==> src/hw/rtl/l1u8_pkg.sv <==
`timescale 1ns / 1ps
// Package for the Latin-1 to UTF-8 line repair core.
// Byte class masks, the classification result type and the classify function.
// No dependencies.
package l1u8_pkg;

   localparam int BYTE_W = 8;
   localparam int COPY_W = 2;

   localparam logic [BYTE_W-1:0] HIGH_BIT   = 8'h80;
   localparam logic [BYTE_W-1:0] MASK_2     = 8'hc0;
   localparam logic [BYTE_W-1:0] MASK_3     = 8'he0;
   localparam logic [BYTE_W-1:0] MASK_4     = 8'hf0;
   localparam logic [BYTE_W-1:0] MASK_5     = 8'hf8;
   localparam logic [BYTE_W-1:0] CONT_CODE  = 8'h80;
   localparam logic [BYTE_W-1:0] LEAD2_CODE = 8'hc0;
   localparam logic [BYTE_W-1:0] LEAD3_CODE = 8'he0;
   localparam logic [BYTE_W-1:0] LEAD4_CODE = 8'hf0;
   localparam logic [BYTE_W-1:0] LOW_KEEP   = 8'hbf;
   localparam logic [1:0]        TOP_BITS   = 2'h3;

   localparam logic [COPY_W-1:0] COPY_LEAD2 = 2'd0;
   localparam logic [COPY_W-1:0] COPY_LEAD3 = 2'd1;
   localparam logic [COPY_W-1:0] COPY_LEAD4 = 2'd2;

   // Outcome of classifying one held byte against its lookahead.
   typedef struct packed {
      logic [1:0][BYTE_W-1:0] bytes;    // bytes[0] goes out first
      logic [1:0]             count;    // 0..2 bytes emitted
      logic                   consumed; // lookahead byte used up
      logic [COPY_W-1:0]      copy;     // verbatim bytes still to follow
   } class_type;

   function automatic class_type classify_byte(input logic [BYTE_W-1:0] b,
                                               input logic [BYTE_W-1:0] n);
      class_type c;
      c = '0;
      if ((b & HIGH_BIT) == '0) begin
         c.bytes[0] = b;
         c.count    = 2'd1;
      end else if ((n & MASK_2) != CONT_CODE) begin
         // Latin-1 byte: widen to a two-byte sequence
         c.bytes[0] = MASK_2 | {6'd0, b[7:6] & TOP_BITS};
         c.bytes[1] = b & LOW_KEEP;
         c.count    = 2'd2;
      end else begin
         c.consumed = 1'b1;
         if ((b & MASK_3) == LEAD2_CODE) begin
            c.bytes = {n, b};
            c.count = 2'd2;
            c.copy  = COPY_LEAD2;
         end else if ((b & MASK_4) == LEAD3_CODE) begin
            c.bytes = {n, b};
            c.count = 2'd2;
            c.copy  = COPY_LEAD3;
         end else if ((b & MASK_5) == LEAD4_CODE) begin
            c.bytes = {n, b};
            c.count = 2'd2;
            c.copy  = COPY_LEAD4;
         end
         // otherwise: stray high byte, both dropped
      end
      return c;
   endfunction

endpackage

==> src/hw/rtl/latin1_to_utf8_line_repair_core.sv <==
`timescale 1ns / 1ps
// Latin-1 to UTF-8 line repair core, top level.
// Depends on l1u8_pkg.
//
// Takes the bytes of a text line one per transfer on req_ and returns clean
// UTF-8 on rsp_, one byte per transfer. Each byte outside a verbatim copy
// waits for the next byte of the line, as it is classified with one byte of
// lookahead: ASCII passes, a high byte not followed by a continuation byte
// is widened as Latin-1 to two bytes, a valid 2/3/4-byte lead starts a
// verbatim copy (cut short at line end), any other high byte is dropped
// with the byte after it. On req_line_end the held byte is flushed and the
// last result of the line carries rsp_out_line_end; a line whose last byte
// produces nothing gets one empty result (rsp_byte_valid low, byte 0).
// Flow: a request lands in an input register; once the four-entry result
// buffer is free it is classified into that registered buffer. A byte is
// accepted every cycle while each produces one result and rsp_ready is
// high; a byte with more results keeps the next one in the input register
// until they have left the single result port, and at most one byte leaves
// per cycle. The input register lets a new request be taken while results wait.
module latin1_to_utf8_line_repair_core
   import l1u8_pkg::*;
(
   input  logic              clock,
   input  logic              reset,
   input  logic              req_valid,
   output logic              req_ready,
   input  logic [BYTE_W-1:0] req_in_byte,
   input  logic              req_line_end,
   output logic              rsp_valid,
   input  logic              rsp_ready,
   output logic [BYTE_W-1:0] rsp_out_byte,
   output logic              rsp_byte_valid,
   output logic              rsp_out_line_end
);

   // input register
   logic              in_valid_ff, in_valid_in;
   logic [BYTE_W-1:0] in_byte_ff;
   logic              in_last_ff;

   // line state
   logic [BYTE_W-1:0] held_ff, held_in;
   logic              held_valid_ff, held_valid_in;
   logic [COPY_W-1:0] copy_ff, copy_in;

   // result buffer, entry 0 is on the port
   logic [3:0][BYTE_W-1:0] buf_ff, buf_in;
   logic [2:0]             cnt_ff, cnt_in;
   logic                   marker_ff, marker_in;
   logic                   le_ff, le_in;

   logic req_fire, rsp_fire, buf_free, advance;

   // classification
   class_type         cls, flush;
   logic [1:0][BYTE_W-1:0] a_bytes, f_bytes;
   logic [1:0]        na, nf;
   logic [BYTE_W-1:0] hb_mid;
   logic              hv_mid;
   logic [COPY_W-1:0] copy_mid;
   logic [2:0]        total;
   logic [3:0][BYTE_W-1:0] res;
   logic              marker;

   assign req_fire = req_valid && req_ready;
   assign rsp_fire = rsp_valid && rsp_ready;
   // buffer can take a new group when empty or its last entry leaves now
   assign buf_free = (cnt_ff == 3'd0) || ((cnt_ff == 3'd1) && rsp_ready);
   assign advance  = in_valid_ff && buf_free;
   assign req_ready = !in_valid_ff || buf_free;

   assign rsp_valid        = (cnt_ff != 3'd0);
   assign rsp_out_byte     = buf_ff[0];
   assign rsp_byte_valid   = !marker_ff;
   assign rsp_out_line_end = le_ff && (cnt_ff == 3'd1);

   assign cls = classify_byte(held_ff, in_byte_ff);

   always_comb begin
      // step on the new byte
      a_bytes  = '0;
      na       = 2'd0;
      hb_mid   = held_ff;
      hv_mid   = held_valid_ff;
      copy_mid = copy_ff;
      if (copy_ff != '0) begin
         a_bytes[0] = in_byte_ff;
         na         = 2'd1;
         copy_mid   = copy_ff - 2'd1;
      end else if (held_valid_ff) begin
         a_bytes = cls.bytes;
         na      = cls.count;
         if (cls.consumed) begin
            hv_mid   = 1'b0;
            copy_mid = cls.copy;
         end else begin
            hb_mid = in_byte_ff;
            hv_mid = 1'b1;
         end
      end else begin
         hb_mid = in_byte_ff;
         hv_mid = 1'b1;
      end

      // line end: flush the held byte with a zero lookahead
      flush   = classify_byte(hb_mid, '0);
      f_bytes = flush.bytes;
      nf      = (in_last_ff && hv_mid) ? flush.count : 2'd0;
      total   = {1'b0, na} + {1'b0, nf};

      res = '0;
      case (na)
         2'd0: begin
            res[0] = f_bytes[0];
            res[1] = f_bytes[1];
         end
         2'd1: begin
            res[0] = a_bytes[0];
            res[1] = f_bytes[0];
            res[2] = f_bytes[1];
         end
         2'd2: begin
            res[0] = a_bytes[0];
            res[1] = a_bytes[1];
            res[2] = f_bytes[0];
            res[3] = f_bytes[1];
         end
         default: begin
            res = '0;
         end
      endcase

      // empty line tail still needs an end marker, carrying a zero byte
      marker = in_last_ff && (total == 3'd0);
      if (marker) begin
         total = 3'd1;
         res   = '0;
      end

      if (in_last_ff) begin
         held_in       = '0;
         held_valid_in = 1'b0;
         copy_in       = '0;
      end else begin
         held_in       = hb_mid;
         held_valid_in = hv_mid;
         copy_in       = copy_mid;
      end
   end

   always_comb begin
      in_valid_in = in_valid_ff;
      if (req_fire) begin
         in_valid_in = 1'b1;
      end else if (advance) begin
         in_valid_in = 1'b0;
      end

      buf_in    = {buf_ff[3], buf_ff[3:1]};
      cnt_in    = cnt_ff;
      marker_in = marker_ff;
      le_in     = le_ff;
      if (advance) begin
         buf_in    = res;
         cnt_in    = total;
         marker_in = marker;
         le_in     = in_last_ff;
      end else if (rsp_fire) begin
         cnt_in = cnt_ff - 3'd1;
      end
   end

   always_ff @(posedge clock) begin
      if (reset) begin
         in_valid_ff   <= 1'b0;
         held_ff       <= '0;
         held_valid_ff <= 1'b0;
         copy_ff       <= '0;
         cnt_ff        <= '0;
         marker_ff     <= 1'b0;
         le_ff         <= 1'b0;
      end else begin
         in_valid_ff <= in_valid_in;
         cnt_ff      <= cnt_in;
         marker_ff   <= marker_in;
         le_ff       <= le_in;
         if (advance) begin
            held_ff       <= held_in;
            held_valid_ff <= held_valid_in;
            copy_ff       <= copy_in;
         end
      end
   end

   // payload, no reset
   always_ff @(posedge clock) begin
      if (req_fire) begin
         in_byte_ff <= req_in_byte;
         in_last_ff <= req_line_end;
      end
      if (advance || rsp_fire) begin
         buf_ff <= buf_in;
      end
   end

endmodule

==> config.mk <==
export PLATFORM = sky130hd
export DESIGN_NAME = latin1_to_utf8_line_repair_core
export DESIGN_NICKNAME = d
export VERILOG_FILES = /design/src/hw/rtl/l1u8_pkg.sv /design/src/hw/rtl/latin1_to_utf8_line_repair_core.sv
export SDC_FILE = /design/constraint.sdc
export NUM_CORES = 1
export LEC_CHECK = 0
export BUFFER_PORTS_ARGS = -buffer_cell sky130_fd_sc_hd__buf_2
export CORE_ASPECT_RATIO = 0.5
export CORE_UTILIZATION = 33
export CTS_BUF_LIST = sky130_fd_sc_hd__clkbuf_16
export DETAILED_ROUTE_END_ITERATION = 10
export GPL_TIMING_DRIVEN = 0
export MAX_ROUTING_LAYER = met4
export SYNTH_ARGS = -nofsm -noshare
export SYNTH_HDL_FRONTEND = slang
export SYNTH_SLANG_ARGS = --single-unit
==> constraint.sdc <==
create_clock -name clock -period 3.02 [get_ports clock]
set_input_delay 0.151 -clock clock [delete_from_list [all_inputs] [get_ports clock]]
set_output_delay 0.151 -clock clock [all_outputs]
set_load 0.01 [all_outputs]
==> out/metrics.csv <==
stage,metric,value,unit
status,status,completed,
drt,drtIter0Drc,366,
sta,timing.final.crit_share,99.88,%
cts,tritoncts,built,
critical_path,crit_path_max_fanout,4,
cts,cts.root.buffer_cell,clkbuf_16,
cts,cts_num_sinks,57,
critical_path,crit_required,3.07,ns
place,dp_cells,492,
synthesis,ys_seq_area_share,46.54,%
drt,wl_per_cell,17.00,um
global_route,antenna_found_initial,0,
pwr,intPower,2.311,mW
sta,tightest_slew,1.081,ns
die,dieHeight,72.84,um
die,rows,25,
place,place_ws,-0.5564,ns
hold_path,hold_class,input port to register,
drt,vias,2849,
place,placed_area,3617,um2
sta,slew-limit-headroom,27.94,%
global_route,grt_pass1_vias,2548,
job,drv_cap,0,
finish,layout.nets,419,
die,coreArea,9603,um2
critical_path,cp_cell_sequence,"or2_4, clkbuf_16, nor2_4, o21a_1, ha_4, fa_2, nor4b_4, buf_4, nor4_4, and3_4, a21oi_2, o211ai_1",
pwr,swShare,33.37,%
sta,layout_setup_ws,0.003643,ns
critical_path,cp-end-kind,register,
cts,cts_buffers,9,
sta,finalHoldViolations,0,
die,start_util,34.49,%
sta,period_minus_slack,3.016,ns
synthesis,async_flop_share,0,%
drt,drc,0,
place,gp_congestion,0.8633,
place,place_hpwl,6120,um
synthesis,postSynthCellCount,334,
finish,synthToLayoutAreaGrowth,29.20,%
synthesis,avgSynthCellArea,9.916,um2
drt,wl,9112,um
critical_path,critPathKind,register to register,
sta,rsz0062_at_grt,yes,
cts,ctsLongestPathBuffers,2,
global_route,track_usage,18.96,%
sta,fmax,331.5,MHz
cts,h-tree-depth,3,
die,io_pins,25,
sta,setup_viol,0,
place,portBuffers,23,
cts,clk_pin_slew_worst_paths,0.05,ns
synthesis,syn_area,3312,um2
finish,layout-drive-gt1-share,28.68,%
finish,instances_no_fill,536,
die,die-area,10470,um2
pwr,clkPwrFrac,27.7,%
synthesis,dominantRegCellSynth,edfxtp_1,
critical_path,cpPeakStageDelay,0.46,ns
pwr,cellPowerDensity,810.7,nW/um2
critical_path,crit_arrival,3.07,ns
pwr,p_switching,1.158,mW
critical_path,start_kind,register,
drt,antenna_left,0,
sta,finClkSkew,0.007781,ns
synthesis,synth-seq-cells,57,
die,die_w,143.7,um
pwr,combPwrFrac,35.2,%
finish,design_area,4279,um2
critical_path,crit_path_top_delay_cell,fa_2,
synthesis,yosysWarnings,0,
global_route,grt_max_degree,30,
drt,dr.pass1.iters,5,
synthesis,mappedNetlistNets,357,
global_route,overflow,0,
pwr,irDropWorstVdd,0.0002993,V
cts,insertion_delay,0.33,ns
finish,diodes,0,
drt,avgViaCountPerCell,5.315,
global_route,grt_pass1_wl,13980,um
pwr,power.total,3.469,mW
synthesis,synth.distinct_cells,59,
sta,maxSlewViolCount,0,
pwr,p_leak,1.671,nW
pwr,share_seq_of_total_power,37.1,%
synthesis,synth-edff-count,40,
power by group through the flow:
stage               registers (mW)  logic (mW)  clock network [mW]
floorplan                     1.25       0.812                   0
global placement              1.30        1.10                   0
finish                        1.29        1.22               0.959
CTS                           1.29        1.17               0.972
detailed placement            1.30        1.11                   0
global route                  1.31        1.34                1.01
registers in the layout (all words and copies together), names as in the netlist:
signal and cells:
cnt_ff 3, held_ff 8, rsp_out_byte 8, in_last_ff 1, buf_ff 23, in_valid_ff 1
marker_ff 1, le_ff 1, held_valid_ff 1, copy_ff 2, in_byte_ff 8
final cells by class:
cell class | instances | area, um2
well taps | 135 | 168.9
repair buffers | 52 | 355.3
plain buffers | 27 | 200.2
fillers | 916 | 5324
inverters | 12 | 45.04
flip-flops and latches | 57 | 1551
clock inverters | 7 | 53.80
clock buffers | 9 | 225.2
multi-input cells | 237 | 1679
worst paths after layout:
check             start               to  slack, ns  cells after the start
max reg2reg  copy_ff[1]  rsp_out_byte[0]      0.004                     12
min reg2reg   marker_ff        marker_ff       0.45                      2
min           req_valid      in_valid_ff       0.08                      3
max          copy_ff[1]  rsp_out_byte[0]      0.004                     12
layout by cell type (no fill, tap or decap), types with 3 or more instances in the layout:
cell / netlist / routed
dfxtp_1: 17 / 13
edfxtp_1: 40 / 40
ha_1: 9 / 8
inv_1: 11 / 11
dlygate4sd3_1: 0 / 9
mux2i_2: 3 / 3
or3_1: 4 / 4
o21ai_0: 9 / 8
mux2i_1: 6 / 6
nor2_4: 0 / 5
buf_4: 9 / 29
a31oi_1: 8 / 8
nor2b_1: 5 / 4
o22ai_1: 5 / 5
a21o_1: 4 / 4
o221ai_1: 6 / 6
nor3_1: 4 / 4
nor2_1: 29 / 27
clkinv_1: 0 / 3
a22oi_1: 7 / 7
buf_6: 1 / 3
nand3b_1: 3 / 3
clkbuf_16: 0 / 10
a21oi_1: 19 / 17
nand3_1: 9 / 9
o21ai_1: 6 / 5
nand2b_1: 4 / 3
a221o_1: 3 / 3
inv_2: 1 / 3
clkbuf_1: 9 / 6
nand2_1: 40 / 40
and2_1: 6 / 6
a211oi_1: 3 / 3
buf_2: 8 / 27
a22o_1: 6 / 6
metrics by stage:
step           utilization (%)  setup TNS [ns]  hold slack, ns
2_1_floorplan                -               0          0.2499
3_3_place_gp             37.67          -8.055          0.3269
3_5_place_dp             37.67          -8.958          0.3293
4_1_cts                  43.32       -0.004070         0.07456
5_1_grt                  44.56         -0.1010          0.1150
6_report                 44.56               0         0.08455
kinds of logic after synthesis:
family | Yosys count | share of synthesized area, %
muxes | 14 | 4.987
and+or+nand+nor | 127 | 20.74
DFF | 57 | 46.54
adders and majority gates | 10 | 4.005
buffers and inverters | 40 | 6.082
AOI/OAI and AO/OA | 86 | 17.64
metal layers:
layer  global-route usage (%)  routed length (um)
met2                    25.89                3846
met3                    5.577                 729
met1                    26.61                4439
met4                    6.028                  96
met5                        -                   0
cells in the mapped netlist, types with 2 or more instances:
library cell,count,area [um2]
nand4_1,2,12.51
a31oi_1,8,50.05
o211ai_1,2,15.01
mux2_4,2,30.03
o221ai_1,6,52.55
mux2_2,2,22.52
a21o_1,4,30.03
clkbuf_1,9,33.78
and4b_1,2,20.02
buf_4,9,67.56
nand3b_1,3,22.52
nand2_1,40,150.1
edfxtp_1,40,1201
a21oi_1,19,95.09
buf_2,8,40.04
and3_1,4,25.02
ha_1,9,112.6
a221o_1,3,30.03
inv_1,11,41.29
a211oi_1,3,22.52
o22ai_1,5,31.28
nand3_1,9,45.04
or2_2,2,12.51
a22o_1,6,52.55
a2bb2oi_1,2,17.52
o21ai_1,6,30.03
o21ai_0,9,45.04
nor3_1,4,20.02
dfxtp_1,17,340.3
and2_1,6,37.54
mux2i_1,6,60.06
a22oi_1,7,52.55
nor2_2,3,18.77
nand2b_1,4,25.02
nor2_1,29,108.9
or3_1,4,25.02
nor2b_1,5,31.28
mux2i_2,3,41.29
worst max-delay path, delay by kind of cell (launching register included):
family | cells | cell delay, ns
simple gates | 5 | 0.97
fa+ha+maj | 2 | 0.60
compound gates | 3 | 0.42
buf+inv | 2 | 0.38
flops | 1 | 0.35
repair_timing:
item	4_1_cts	5_1_grt
gates resized for setup	21	23
endpoints found under the setup margin	31	29
setup buffers	12	8
hold buffers	9	0
pin swaps	10	14
endpoints found under the hold margin	9	0
(Power assumes the default switching activity.)
